==> src/rtl/slw_pkg.sv <==
package slw_pkg;

    // history and tap geometry
    localparam int HISTORY_DEPTH = 256;
    localparam int MAX_TAPS      = 64;
    localparam int DATA_W        = 64;

    localparam int PTR_W  = $clog2(HISTORY_DEPTH);        // cell position
    localparam int CNT_W  = $clog2(HISTORY_DEPTH + 1);    // rows seen, lag offset
    localparam int BACK_W = CNT_W + 1;                    // offset plus tap
    localparam int TAP_W  = 6;                            // tap_index field
    localparam int TCNT_W = 7;                            // tap_count register

    // read tree: cells are OR-combined in groups, then the groups
    localparam int GROUP_SIZE = 16;
    localparam int NUM_GROUPS = (HISTORY_DEPTH + GROUP_SIZE - 1) / GROUP_SIZE;

    // configuration port
    localparam int CFG_DATA_W = 9;

    typedef enum logic [0:0] {
        CFG_LAG_OFFSET = 1'b0,
        CFG_TAP_COUNT  = 1'b1
    } t_cfg_idx;

    // per-result side information that travels down the read pipeline
    typedef struct packed {
        logic [DATA_W-1:0] dflt;
        logic              from_default;
        logic [TAP_W-1:0]  tap_index;
        logic              row_last;
        logic              batch_end;
    } t_tap_meta;

    // one tap read issued by the sequencer
    typedef struct packed {
        logic             valid;
        logic [PTR_W-1:0] rd_idx;
        t_tap_meta        meta;
    } t_issue;

    // sequencer status seen by the top level
    typedef struct packed {
        logic             busy;
        logic             last;
        logic [TAP_W-1:0] tap;
        logic [CNT_W-1:0] rows_seen;
    } t_seq_status;

endpackage

==> src/rtl/slw_cell.sv <==
module slw_cell (
    input  logic                       i_clk,
    input  logic                       i_shift,
    input  logic [slw_pkg::DATA_W-1:0] i_data,
    input  logic [slw_pkg::PTR_W-1:0]  i_pos,
    input  logic [slw_pkg::PTR_W-1:0]  i_rd_idx,
    output logic [slw_pkg::DATA_W-1:0] o_data,
    output logic [slw_pkg::DATA_W-1:0] o_sel
);
    import slw_pkg::*;

    logic [DATA_W-1:0] r_data;

    // one history entry; moves one place older on every stored row
    always_ff @(posedge i_clk) begin
        if (i_shift) begin
            r_data <= i_data;
        end
    end

    assign o_data = r_data;

    // drive the read bus only when this cell is the requested age
    assign o_sel = (i_pos == i_rd_idx) ? r_data : '0;

endmodule

==> config.mk <==
export PLATFORM = sky130hd
export DESIGN_NAME = slw_cell
export DESIGN_NICKNAME = d
export VERILOG_FILES = /design/src/rtl/slw_pkg.sv /design/src/rtl/slw_cell.sv
export SDC_FILE = /design/constraint.sdc
export NUM_CORES = 1
export LEC_CHECK = 0
export BUFFER_PORTS_ARGS = -buffer_cell sky130_fd_sc_hd__buf_2
export CAP_MARGIN = 20
export CELL_PAD_IN_SITES_DETAIL_PLACEMENT = 1
export CELL_PAD_IN_SITES_GLOBAL_PLACEMENT = 1
export CORE_MARGIN = 2
export CORE_UTILIZATION = 34
export CTS_BUF_LIST = sky130_fd_sc_hd__clkbuf_2 sky130_fd_sc_hd__clkbuf_4 sky130_fd_sc_hd__clkbuf_8
export DETAILED_ROUTE_END_ITERATION = 8
export HOLD_SLACK_MARGIN = 0.15
export PLACE_DENSITY = 0.95
export SLEW_MARGIN = 20
export SYNTH_ARGS = -nofsm -noshare
export SYNTH_HDL_FRONTEND = slang
export SYNTH_SLANG_ARGS = --single-unit
==> constraint.sdc <==
create_clock -name i_clk -period 1.85 [get_ports i_clk]
set_input_delay 0.37 -clock i_clk [delete_from_list [all_inputs] [get_ports i_clk]]
set_output_delay 0.37 -clock i_clk [all_outputs]
set_load 0.01 [all_outputs]
# ---- Word level (Yosys, flattened, before mapping)
# Cells that the tools add are included.
dict set report classes {
  mux 1
  n_eq_ne 1
}
# cell count
set ops {}
lappend ops {{$mux W64} 1}
lappend ops {{$eq A8 B8 Y1} 1}
dict set report totals {
  output_inout_bits 128
  elab_cells 3
  reg_bits 64
  inputBits 82
}

# ---- Logic depth before layout (Yosys ltp)
dict set report logic_depth {
  ltp_word 2
  ltp_mapped 4
  depth_no_buf 3
}

# ---- Least setup slack after synthesis
# No wires, ideal clock.
dict set report synth_path {
  path_type {input port to output port}
  start {input i_rd_idx[0] (netlist bit)}
  end {output o_sel[10] (netlist bit)}
  arrival_ns 1.241
  required_time_ns 1.480
  path_buffers 1
  slack_ns 0.239
  cell_stages 4
  path_cell_list {xnor2_1 nand4_4 buf_6 nor3_2}
}
dict set report synth_via {
  elab_chain_len 2
}
# element line
set synth_lines {}
lappend synth_lines {{start: declaration} slw_cell.sv:6} ;# input logic [slw_pkg::PTR_W-1:0] i_rd_idx,
lappend synth_lines {{$eq A8 B8 Y1} slw_cell.sv:24} ;# assign o_sel = (i_pos == i_rd_idx) ? r_data : '0;
lappend synth_lines {{$mux W64} slw_cell.sv:24}
lappend synth_lines {{end: declaration} slw_cell.sv:8} ;# output logic [slw_pkg::DATA_W-1:0] o_sel
# Every way passes these cells.

# ---- Worst setup path in the final report
dict set report layout_path {
  start {input i_pos[0] (netlist bit)}
  end {output o_sel[34] (netlist bit)}
}
dict set report layout_via {
  elab_chain_len 2
}
# element line
set layout_lines {}
lappend layout_lines {{start: declaration} slw_cell.sv:5} ;# input logic [slw_pkg::PTR_W-1:0] i_pos,
lappend layout_lines {{$eq A8 B8 Y1} slw_cell.sv:24}
lappend layout_lines {{$mux W64} slw_cell.sv:24}
# Every way passes these cells.

==> impl_results.html <==
<table>
<tr><th>Metric</th><th>Value</th></tr>
<tr><th colspan="2">Die</th></tr>
<tr><td>Number of ports placed on the die boundary</td><td>210</td></tr>
<tr><td>Die ar.</td><td>between 9000 and 10000 sq um</td></tr>
<tr><td>Horizontal die dimension</td><td>between 90 and 100 microns</td></tr>
<tr><td>Starting Density</td><td>roughly a third</td></tr>
<tr><td>Number of rows created at floorplan</td><td>34</td></tr>
<tr><td>Die boundary height</td><td>slightly below 100 microns</td></tr>
<tr><td>Core box area</td><td>roughly 8700 sq um</td></tr>
<tr><th colspan="2">Worst setup path</th></tr>
<tr><td>Crit path launch type</td><td>input pin</td></tr>
<tr><td>Data arrival, critical path</td><td>~1500 ps</td></tr>
<tr><td>Category of the worst setup path capture point</td><td>primary output</td></tr>
<tr><td>Launching instance or port of the critical path</td><td>i_pos[0]</td></tr>
<tr><td>Required arrival time at the worst endpoint</td><td>approximately 1500 ps</td></tr>
<tr><td>Last element of the critical path</td><td>o_sel[34]</td></tr>
<tr><td>Crit path max fanout</td><td>11</td></tr>
<tr><td>Crit Path Class</td><td>in -&gt; out</td></tr>
<tr><th colspan="2">Worst hold path</th></tr>
<tr><td>HP Class</td><td>in -&gt; reg</td></tr>
<tr><th colspan="2">Route</th></tr>
<tr><td>Length of routed met2 wiring</td><td>~5500 microns</td></tr>
<tr><td>DRC viols</td><td>0</td></tr>
<tr><td>Overall routed net length</td><td>~9600 microns</td></tr>
<tr><td>Total vias in the final route</td><td>roughly 2400</td></tr>
<tr><td>Length of the first detailed-routing pass in iterations</td><td>4</td></tr>
<tr><td>Vias/cell</td><td>4.49</td></tr>
<tr><td>Number of DRC violations after detailed-routing iteration 0</td><td>52</td></tr>
<tr><td>Drt wl/cell</td><td>17.6 microns</td></tr>
<tr><td>Length of routed met3 wiring</td><td>499 microns</td></tr>
<tr><td>Post-route met1 wirelength</td><td>approximately 3200 microns</td></tr>
<tr><td>Final antenna-violating net count</td><td>0</td></tr>
<tr><td>Top routing layer in use</td><td>met4</td></tr>
<tr><th colspan="2">Pwr</th></tr>
<tr><td>Internal power summed over all cells</td><td>2.71 mW</td></tr>
<tr><td>Part of the power in the clock network</td><td>a little over a third</td></tr>
<tr><td>Combinational share of power</td><td>between 10% and 20%</td></tr>
<tr><td>Relative contribution of sequential cells to total power</td><td>49.0%</td></tr>
<tr><td>Total power</td><td>around 3.6 mW</td></tr>
<tr><td>Power dissipated by switching net loads</td><td>between 0.9 and 1 mW</td></tr>
<tr><td>Switching fraction of total power</td><td>between 20% and 30%</td></tr>
<tr><td>VDD IR-drop max</td><td>around 460 uV</td></tr>
<tr><td>Leakage</td><td>between 2 and 2.5 nW</td></tr>
<tr><td>Power density relative to cell area</td><td>just under 800 nW/um^2</td></tr>
<tr><th colspan="2">Placement</th></tr>
<tr><td>Minimum setup slack after placement</td><td>-86.2 ps</td></tr>
<tr><td>Number of buffers inserted by port buffering</td><td>roughly 210</td></tr>
<tr><td>Post-Place Cells</td><td>~530</td></tr>
<tr><td>Post-detail-place hpwl</td><td>around 7000 microns</td></tr>
<tr><td>GPL Wtd Cong</td><td>between 0.7 and 0.8</td></tr>
<tr><th colspan="2">Timing</th></tr>
<tr><td>Min cycle time layout</td><td>1890 ps</td></tr>
<tr><td>Rel. slew slack</td><td>roughly 77%</td></tr>
<tr><td>Tightest Pin Transition</td><td>roughly 350 ps</td></tr>
<tr><td>Achievable frequency</td><td>between 500 and 600 MHz</td></tr>
<tr><td>Setup Total Neg Slack</td><td>-346 ps</td></tr>
<tr><td>RSZ-0062 raised after global routing</td><td>true</td></tr>
<tr><td>Post-route setup slack</td><td>-37.4 ps</td></tr>
<tr><td>Final worst-path cycle share</td><td>102%</td></tr>
<tr><td>Final Max Tran Viols</td><td>0</td></tr>
<tr><td>Final hold violations</td><td>0</td></tr>
<tr><td>Number of failing setup endpoints in the final timing report</td><td>21</td></tr>
<tr><th colspan="2">GRT</th></tr>
<tr><td>Gr ovfl total</td><td>0</td></tr>
<tr><td>First-pass GRT wire length</td><td>~14000 microns</td></tr>
<tr><td>Initial antenna violation count</td><td>0</td></tr>
<tr><td>Largest net degree at the start of global routing</td><td>between 60 and 70</td></tr>
<tr><td>Global Route Usage Sum</td><td>a little under a fifth</td></tr>
<tr><td>Vias in the first global route</td><td>~2600</td></tr>
<tr><th colspan="2">Cells and area</th></tr>
<tr><td>Synth-to-layout area growth</td><td>55.6%</td></tr>
<tr><td>Most frequent standard cell in the layout excluding fill and tap cells</td><td>buf_2</td></tr>
<tr><td>Total inserted antenna cells</td><td>0</td></tr>
<tr><td>Finished Layout Cells</td><td>between 500 and 600</td></tr>
<tr><td>Number of flip-flops under the largest register name</td><td>64</td></tr>
<tr><td>Post-layout nets</td><td>513</td></tr>
<tr><td>Final design utilization</td><td>54.2%</td></tr>
<tr><td>Commonest non-fill, non-tap cells in the layout</td><td>buf_2 (201), inv_1 (64), edfxtp_1 (64), nor3_2 (54), nor3_4 (10)</td></tr>
<tr><td>Fraction of final layout cells sized beyond drive strength 1</td><td>between 60 and 70%</td></tr>
<tr><th colspan="2">Clocking</th></tr>
<tr><td>CTS clock-pin slew for the worst setup and hold paths</td><td>80 ps</td></tr>
<tr><td>Maximum count of clock buffers along a single path</td><td>2</td></tr>
<tr><td>Number of levels the H-tree was split into</td><td>3</td></tr>
<tr><td>CTS Buf Count</td><td>9</td></tr>
<tr><td>Total number of clock tree sinks</td><td>64</td></tr>
<tr><td>Number of hold-repair buffers added at the cts stage</td><td>0</td></tr>
<tr><td>CTS tree</td><td>yes</td></tr>
<tr><td>CTS root buffer</td><td>clkbuf_8</td></tr>
<tr><th colspan="2">Synthesis</th></tr>
<tr><td>Part of the Yosys area used for sequential elements</td><td>between 60 and 70%</td></tr>
<tr><td>Area contributors post-synth</td><td>edfxtp_1 (64%), nor3_2 (18%), inv_1 (8.0%)</td></tr>
<tr><td>Area of the mapped netlist</td><td>3020 sq um</td></tr>
<tr><td>Net count after synthesis</td><td>296</td></tr>
<tr><td>Cell type contributing the most total cell area after synthesis</td><td>edfxtp_1</td></tr>
<tr><td>Seq cells post-synth</td><td>64</td></tr>
<tr><td>Post-synthesis area per instance</td><td>~14 sq um</td></tr>
<tr><td>Post-Synthesis Cells</td><td>between 200 and 250</td></tr>
<tr><td>Share of Yosys cell area claimed by the top area cell type</td><td>63.6%</td></tr>
<tr><td>Count of warnings emitted by yosys</td><td>0</td></tr>
<tr><td>Number of library cell types mapped by synthesis</td><td>10</td></tr>
<tr><th colspan="2">Run status</th></tr>
<tr><td>Failing checks</td><td>negative setup slack</td></tr>
<tr><td>Outcome</td><td>finished with violations</td></tr>
<tr><th colspan="2">Run</th></tr>
<tr><td>Max capacitance violation total</td><td>0</td></tr>
</table>
[per-layer routing]
layer  vias to the layer above  global-route usage (%)
met2                       116                    36.9
met4                         0                    9.06
met3                        23                    3.65
li1                       1138                       -
met1                      1165                    18.5
met5                         -                       0
[power groups by stage]
stage	clock [mW]	combinational, mW	sequential, mW
after floorplan	0	0.165	1.87
after global placement	0	0.480	1.81
after detailed placement	0	0.508	1.82
after CTS	1.32	0.524	1.79
after global routing	1.37	0.616	1.80
final	1.28	0.574	1.79
[how the worst min path moves through the flow]
stage	startpoint	end	cells past startpoint
2_1_floorplan	i_data[0]	o_data[0]$_DFFE_PP_	0
3_3_place_gp	i_data[57]	o_data[57]$_DFFE_PP_	1
3_5_place_dp	i_data[18]	o_data[18]$_DFFE_PP_	1
4_1_cts	i_data[11]	o_data[11]$_DFFE_PP_	1
5_1_grt	i_data[26]	o_data[26]$_DFFE_PP_	1
6_report	i_data[26]	o_data[26]$_DFFE_PP_	1
[area by class of cell]
type                    count  area, sq um
flip-flops and latches     64         1920
well taps                 108          135
fillers                   972         3980
inverters                  64          240
clock inverters             7         86.3
clock buffers               9          124
repair buffers            218         1270
multi-input cells          74          921
[worst max-delay path: stages]
cell       delay (ps)
buf_4             130
xnor2_4           180
nand4_4           170
buf_12            180
clkbuf_16         170
nor3_2            160
buf_2             150
[kinds of logic (layout without fill, tap and decap cells)]
kind of cell,Yosys count,after routing,synth area share [%]
buffers and inverters,76,298,11.2
DFF,64,64,63.6
xor gates and xnor gates,8,8,2.32
and+or+nand+nor,66,66,22.9
[what timing repair did]
item / 4_1_cts / 5_1_grt
pin swaps: 0 / 1
gates resized for setup: 8 / 25
buffers inserted: 0 / 1
gates cloned: 0 / 2
setup endpoints to repair: 22 / 22
[cells in the mapped netlist (all sizes together)]
cell and count:
buf 12, nor3 64, xnor2 8, inv 64, edfxtp 64, nand4 2
[per-stage QoR]
step,cell area [sq um],hold slack [ps]
after global routing,4700,191
after CTS,4490,193
final,4700,205
after floorplan,3020,469
after detailed placement,4220,549
after global placement,4220,546
(Power assumes the default switching activity.)
