File: src/rtl/slw_pkg.sv
package slw_pkg;

    // history and tap geometry
    localparam int HISTORY_DEPTH = 256;
    localparam int MAX_TAPS      = 64;
    localparam int DATA_W        = 64;

    localparam int PTR_W  = $clog2(HISTORY_DEPTH);        // cell position
    localparam int CNT_W  = $clog2(HISTORY_DEPTH + 1);    // rows seen, lag offset
    localparam int BACK_W = CNT_W + 1;                    // offset plus tap
    localparam int TAP_W  = 6;                            // tap_index field
    localparam int TCNT_W = 7;                            // tap_count register

    // read tree: cells are OR-combined in groups, then the groups
    localparam int GROUP_SIZE = 16;
    localparam int NUM_GROUPS = (HISTORY_DEPTH + GROUP_SIZE - 1) / GROUP_SIZE;

    // configuration port
    localparam int CFG_DATA_W = 9;

    typedef enum logic [0:0] {
        CFG_LAG_OFFSET = 1'b0,
        CFG_TAP_COUNT  = 1'b1
    } t_cfg_idx;

    // per-result side information that travels down the read pipeline
    typedef struct packed {
        logic [DATA_W-1:0] dflt;
        logic              from_default;
        logic [TAP_W-1:0]  tap_index;
        logic              row_last;
        logic              batch_end;
    } t_tap_meta;

    // one tap read issued by the sequencer
    typedef struct packed {
        logic             valid;
        logic [PTR_W-1:0] rd_idx;
        t_tap_meta        meta;
    } t_issue;

    // sequencer status seen by the top level
    typedef struct packed {
        logic             busy;
        logic             last;
        logic [TAP_W-1:0] tap;
        logic [CNT_W-1:0] rows_seen;
    } t_seq_status;

endpackage

File: src/rtl/slw_seq.sv
module slw_seq (
    input  logic                           i_clk,
    input  logic                           i_rst_n,
    // input row
    input  logic                           i_valid,
    output logic                           o_ready,
    input  logic [slw_pkg::DATA_W-1:0]     i_value,
    input  logic [slw_pkg::DATA_W-1:0]     i_dflt,
    input  logic                           i_batch_end,
    // configuration
    input  logic [slw_pkg::CNT_W-1:0]      i_lag_offset,
    input  logic [slw_pkg::TCNT_W-1:0]     i_tap_count,
    // pipeline
    input  logic                           i_adv,
    output slw_pkg::t_issue                o_issue,
    output logic                           o_shift,
    output logic [slw_pkg::DATA_W-1:0]     o_shift_data,
    output slw_pkg::t_seq_status           o_status
);
    import slw_pkg::*;

    logic                r_busy;
    logic [TAP_W-1:0]    r_tap;
    logic [CNT_W-1:0]    r_rows_seen;
    logic [DATA_W-1:0]   r_val;
    logic [DATA_W-1:0]   r_dflt;
    logic                r_bend;
    logic [CNT_W-1:0]    r_off;
    logic [TCNT_W-1:0]   r_taps;

    logic [CNT_W-1:0]    off_eff;
    logic [TCNT_W-1:0]   taps_sat;
    logic [CNT_W-1:0]    room;
    logic [TCNT_W-1:0]   taps_eff;
    logic [BACK_W-1:0]   back;
    logic                last;
    logic                fire;
    logic                accept;

    // clamp the configured window to what the history can hold
    always_comb begin
        if (i_lag_offset == '0) begin
            off_eff = CNT_W'(1);
        end else if (i_lag_offset > CNT_W'(HISTORY_DEPTH)) begin
            off_eff = CNT_W'(HISTORY_DEPTH);
        end else begin
            off_eff = i_lag_offset;
        end

        if (i_tap_count == '0) begin
            taps_sat = TCNT_W'(1);
        end else if (i_tap_count > TCNT_W'(MAX_TAPS)) begin
            taps_sat = TCNT_W'(MAX_TAPS);
        end else begin
            taps_sat = i_tap_count;
        end

        room = CNT_W'(HISTORY_DEPTH + 1) - off_eff;
        if ({{(CNT_W-TCNT_W){1'b0}}, taps_sat} > room) begin
            taps_eff = room[TCNT_W-1:0];
        end else begin
            taps_eff = taps_sat;
        end
    end

    // current tap of the row being worked
    assign back   = {1'b0, r_off} + BACK_W'(r_tap);
    assign last   = ({1'b0, r_tap} + TCNT_W'(1)) == r_taps;
    assign fire   = r_busy && i_adv;
    assign o_ready = !r_busy || (fire && last);
    assign accept = i_valid && o_ready;

    always_comb begin
        o_issue.valid             = r_busy;
        o_issue.rd_idx            = PTR_W'(back - BACK_W'(1));
        o_issue.meta.dflt         = r_dflt;
        o_issue.meta.from_default = back > {1'b0, r_rows_seen};
        o_issue.meta.tap_index    = r_tap;
        o_issue.meta.row_last     = last;
        o_issue.meta.batch_end    = last && r_bend;
    end

    // the row's value enters the cell row once its last tap is read
    assign o_shift      = fire && last;
    assign o_shift_data = r_val;

    always_ff @(posedge i_clk) begin
        if (!i_rst_n) begin
            r_busy      <= 1'b0;
            r_tap       <= '0;
            r_rows_seen <= '0;
        end else begin
            if (o_shift && (r_rows_seen != CNT_W'(HISTORY_DEPTH))) begin
                r_rows_seen <= r_rows_seen + CNT_W'(1);
            end
            if (accept) begin
                r_busy <= 1'b1;
                r_tap  <= '0;
            end else if (fire) begin
                if (last) begin
                    r_busy <= 1'b0;
                end else begin
                    r_tap <= r_tap + TAP_W'(1);
                end
            end
        end
    end

    // row payload, held for all of its taps
    always_ff @(posedge i_clk) begin
        if (accept) begin
            r_val  <= i_value;
            r_dflt <= i_dflt;
            r_bend <= i_batch_end;
            r_off  <= off_eff;
            r_taps <= taps_eff;
        end
    end

    always_comb begin
        o_status.busy      = r_busy;
        o_status.last      = last;
        o_status.tap       = r_tap;
        o_status.rows_seen = r_rows_seen;
    end

endmodule

File: config.mk
export PLATFORM = sky130hd
export DESIGN_NAME = slw_seq
export DESIGN_NICKNAME = d
export VERILOG_FILES = /design/src/rtl/slw_pkg.sv /design/src/rtl/slw_seq.sv
export SDC_FILE = /design/constraint.sdc
export NUM_CORES = 1
export LEC_CHECK = 0
export ABC_AREA = 1
export BUFFER_PORTS_ARGS = -buffer_cell sky130_fd_sc_hd__buf_2
export CORE_ASPECT_RATIO = 2
export CORE_UTILIZATION = 42
export DETAILED_ROUTE_END_ITERATION = 6
export GPL_ROUTABILITY_DRIVEN = 0
export HOLD_SLACK_MARGIN = 0.02
export PLACE_DENSITY = 0.76
export SETUP_SLACK_MARGIN = 0.15
export SLEW_MARGIN = 20
export SYNTH_ARGS = -nofsm -noshare
export SYNTH_HDL_FRONTEND = slang
export SYNTH_SLANG_ARGS = --single-unit
export TNS_END_PERCENT = 100
File: constraint.sdc
create_clock -name i_clk -period 4.6 [get_ports i_clk]
set_clock_uncertainty 0.1 [all_clocks]
set_input_delay 0.46 -clock i_clk [delete_from_list [all_inputs] [get_ports i_clk]]
set_output_delay 0.46 -clock i_clk [all_outputs]
set_load 0.05 [all_outputs]
## After elaboration in Yosys (flattened, before gate mapping)

Cells that the tools add are included.
Widths: inputs -> output; s select.

| operators by class | value |
|---|---|
| add/subtract/negate cells | 6 |
| $lt $le $gt $ge | 4 |
| eq/ne operators | 2 |
| mux-type cells | 8 |
| bitwise operators | 2 |
| reductions and logical operators | 14 |

Operators by type and width:

| cell | number |
|---|---|
| $mux 7 | 3 |
| $mux 9 | 2 |
| $add 9x6->10 | 1 |
| $gt 10x9->1 | 1 |
| $add 9x1->9 const B | 1 |
| $gt 7x9->1 | 1 |
| $gt 9x9->1 const B | 1 |
| $logic_not 9->1 | 1 |
| $ne 9x9->1 const B | 1 |
| $sub 9x9->9 const A | 1 |
| $sub 8x1->8 const B | 1 |
| $add 6x1->7 const B | 1 |
| $eq 7x7->1 | 1 |
| $gt 7x7->1 const B | 1 |
| $logic_not 7->1 | 1 |
| $add 6x1->6 const B | 1 |
| $logic_and 1x1->1 | 5 |
| $reduce_and 2->1 | 2 |
| $reduce_bool 2->1 | 2 |
| $mux 1 | 3 |
| $not 1->1 | 2 |
| $reduce_or 2->1 | 1 |
| $logic_not 1->1 | 1 |
| $logic_or 1x1->1 | 1 |

| storage, ports and cells | value |
|---|---|
| flip-flop bits (word level) | 161 |
| input port bits | 149 |
| output and inout bits | 165 |

## Depth between registers and ports, before layout

| depth | value |
|---|---|
| word-level depth | 7 |
| depth in mapped cells | 16 |
| mapped depth without buffers | 16 |

## Least setup slack after synthesis

OpenSTA, ideal clock, no wires.

| timing path | value |
|---|---|
| path type | register to register |
| start | register r_tap[1] |
| end | register r_val[0] (netlist: o_shift_data[0]), enable pin |
| data arrival time | 4.967 ns |
| required time | 4.002 ns |
| slack | -0.964 ns |
| cell stages (with the launch flop) | 12 |
| buffers on the path | 0 |
| clock period less this slack | 5.564 ns |
| cell sequence | dfxtp_1 > ha_1 > nand4_1 > inv_1 > nand2_1 > nand2_1 > nand3_1 > nor2_2 > nand3_1 > nand2_2 > nand2_2 > inv_1 |

| on the way | value |
|---|---|
| cells in the longest elaborated chain, start to end | 5 |

RTL lines:

| element | RTL line | RTL |
|---|---|---|
| start: declaration | slw_seq.sv:23 | `logic [TAP_W-1:0] r_tap;` |
| start signal: assignment | slw_seq.sv:103 | `r_tap <= r_tap + TAP_W'(1);` |
| $add 6x1->7 | slw_seq.sv:68 | `assign last = ({1'b0, r_tap} + TCNT_W'(1)) == r_taps;` |
| $eq 7x7->1 | slw_seq.sv:68 |  |
| $logic_and 1x1->1 | slw_seq.sv:70 | `assign o_ready = !r_busy \|\| (fire && last);` |
| $logic_or 1x1->1 | slw_seq.sv:70 |  |
| named net o_ready | slw_seq.sv:6 | `output logic o_ready,` |
| $logic_and 1x1->1 | slw_seq.sv:71 | `assign accept = i_valid && o_ready;` |
| named net accept | slw_seq.sv:38 | `logic accept;` |
| end signal: assignment | slw_seq.sv:112 | `r_val <= i_value;` |
| end: declaration | slw_seq.sv:25 | `logic [DATA_W-1:0] r_val;` |

The timed path passes the listed nets, and every way through them passes these cells.
A chain may end at the register's enable or synchronous reset.

==> flow_summary.ini <==
[sta]
fin_crit_sh_pct = 86.84
fmax_mhz = 250.3
relSlewSlack_pct = 44.73
fin_crit_ns = 3.995
grt_setup_unrepaired = no
setup_viol = 0
fin_setup_tns_ns = 0
tightest_slew_ns = 0.8290
drv_slew = 0
hold_viol = 0

[setup_path]
cp_slowest_stage_delay_ns = 0.41
r2r_start = r_tap[0]
r2r_cells = 14
worstSetupPathType = flop to output port
regToRegEndpoint = r_taps[1]
path_cells = ha_1, fa_1, nand3_1, nand2_1, or2_2, nand2_1, inv_1, ha_1, nand2_1, or2_2, a31o_2, nand2_1, a21oi_1, o21ai_0, buf_2
cp-start-kind = flop
crit_buf_inv = 2
ff2ff_setup_slack_ns = 1.63
arrival_ns = 3.43
crit_path_end_kind = output port
crit_path_max_fanout = 11
worstPathRequired_ns = 4.04
cp_top_family = simple AND/OR/NAND/NOR gates
critPathMostFrequentCell = nand2_1
slowest_stage = fa_1

[status]
outcome = completed

[logic_synthesis]
syn-instance-count = 578
synthesis.nets = 754
yosysTopAreaCell = edfxtp_1
synth_cell_type_count = 32
avgSynthCellArea_um2 = 11.85
synth-async-reset-ratio_pct = 0
yosys_warnings = 0
netlist_top_cells_count = 145 x edfxtp_1, 125 x nand2_1, 77 x inv_1
ys_seq_elements = 161
synth.top_cell.area_share_pct = 63.56
synth_edf_count = 145
synthTopCellsByArea = edfxtp_1 64%, nand2_1 6.8%, ha_1 4.7%, dfxtp_1 4.7%, inv_1 4.2%
ys.flop_type = edfxtp_1
syn_area_um2 = 6850
synth.most_common_cell = edfxtp_1
yosysSeqAreaShare_pct = 68.24

[clocking]
cts_resized = 0
clk_latency_ns = 0.41
cts-hold-fix-buffers = 0
cts_setup_buffers = 0
clk_pin_slew_ns = 0.07
cts_tree = yes
htree_levels = 4
numCtsBuffers = 17
cts-root-buf = clkbuf_16
clk_path_buf_depth = 2
clock-sinks = 161

[placed_design]
dp_hpwl_mm = 12.99
place_inst = 1078
port_buffers = 313
dpl-instance-area_um2 = 8597

[cells_and_area]
finalNetCount = 1072
synthToLayoutAreaGrowth_pct = 33.90
final_area_um2 = 9173
layout-drive-gt1-share_pct = 40.81
layout.cells.non_filler = 1111
fin_util_pct = 57.84

[power_and_ir_drop]
p_leak_nw = 4.300
power_frac_comb_pct = 16.7
p_sw_w = 0.001094
p_int_w = 0.002611
power_frac_seq_pct = 46.4
clockPowerShare_pct = 36.9
p_per_area_nw_per_um2 = 403.9
switching_share_pct = 29.53
design_power_total_w = 0.003705
peakVddDrop_mv = 0.3754

[min_path]
min_from = i_value[50]
hp-class = input pin to flop
holdPathStages = 1
holdPathEnd = o_shift_data[50]

[drt]
drtPass1Iterations = 5
vias = 5308
wl_per_cell_um = 15.06
avgViaCountPerCell = 4.778
drt-total-wl_mm = 16.73
antenna_left = 0
detailedRoute.firstIterationViolations = 237
drcViolationCount = 0

[floorplanning]
fp.dieW_um = 92.31
start_util_pct = 43.20
num_rows = 65
pin_count = 314
dieArea_um2 = 16860
core_um2 = 15860
die_y_um = 182.6

[grt]
grt-ovfl-total = 0
grt_use_total_pct = 20.04
grt_pass1_vias = 5388
grt_pass1_wl_mm = 25.36
grt_max_degree = 146
antenna_found_initial = 1

[flow_run]
max_cap_viol_count = 0
[stage by stage]
step | setup slack (ns) | hold slack (ns)
floorplan | 0.1820 | 0.4589
global placement | 1.085 | 0.3638
detailed placement | 1.043 | 0.3726
CTS | 0.5860 | 0.09430
global route | 0.3565 | 0.08934
finish | 0.6055 | 0.1137
[cell type report]
type	count	area, um^2
fillers	1369	6686
flip-flops and latches	161	4684
multi-input cells	322	1770
repair buffers	314	1587
clock buffers	18	429.2
inverters	80	304.0
well taps	201	251.5
clock inverters	14	143.9
diodes	1	2.502
[power groups by stage]
stage	Combinational, W	Sequential [W]	Clock (W)
final	0.000617	0.00172	0.00137
after CTS	0.000621	0.00172	0.00140
after global routing	0.000655	0.00173	0.00146
after detailed placement	0.000620	0.00175	0
after global placement	0.000611	0.00175	0
after floorplan	0.000190	0.00201	0
[layer usage]
metal | vias to the layer above | global-route usage, % | share of wire, %
li1 | 2601 | - | -
met4 | 0 | 13.06 | 4.8
met1 | 2437 | 17.45 | 32
met3 | 44 | 5.500 | 6.2
met2 | 226 | 38.37 | 57
met5 | - | 0 | 0
[cell usage in the layout, fill, tap and decap left out, types with 4 or more instances in the layout]
cell,netlist,routed
buf_2,0,313
edfxtp_1,145,145
nand2_1,125,125
inv_1,77,76
nor2_1,41,41
nand3_1,30,30
ha_1,26,26
nand4_1,22,22
a21oi_1,21,21
clkbuf_16,0,17
xor2_1,14,14
dfxtp_1,16,12
nand2_2,8,8
o21ai_0,7,7
inv_6,0,6
nand3b_1,4,4
nor2_2,4,4
[flip-flops by register name, summed over array words and instances (netlist names)]
name and flops:
r_dflt 64, r_taps 7, r_rows_seen 9, r_bend 1, r_busy 1, r_tap 6, o_shift_data 64, r_off 9
[how the worst max path moves through the flow]
stage | start | end | slack (ns) | cells past startpoint
after floorplan | r_tap[4] | o_shift_data[0] | 0.18 | 9
after global routing | r_tap[0] | o_issue[8] | 0.36 | 15
after CTS | r_tap[0] | o_issue[8] | 0.59 | 15
after detailed placement | r_tap[0] | o_issue[8] | 1.04 | 15
final | r_tap[0] | o_issue[8] | 0.61 | 15
after global placement | r_tap[0] | o_issue[8] | 1.09 | 15
[kinds of logic (layout without fill, tap and decap cells)]
kind of cell	count (synthesis)	after routing	share of synthesized area, %
AO/OA/AOI/OAI	34	34	2.630
XOR/XNOR	16	16	2.046
adder cells (fa/ha/maj)	27	27	5.041
buffers and inverters	95	426	5.918
flip-flops	161	161	68.24
other	0	1	0
AND/OR/NAND/NOR	245	245	16.13
(Power assumes the default switching activity.)
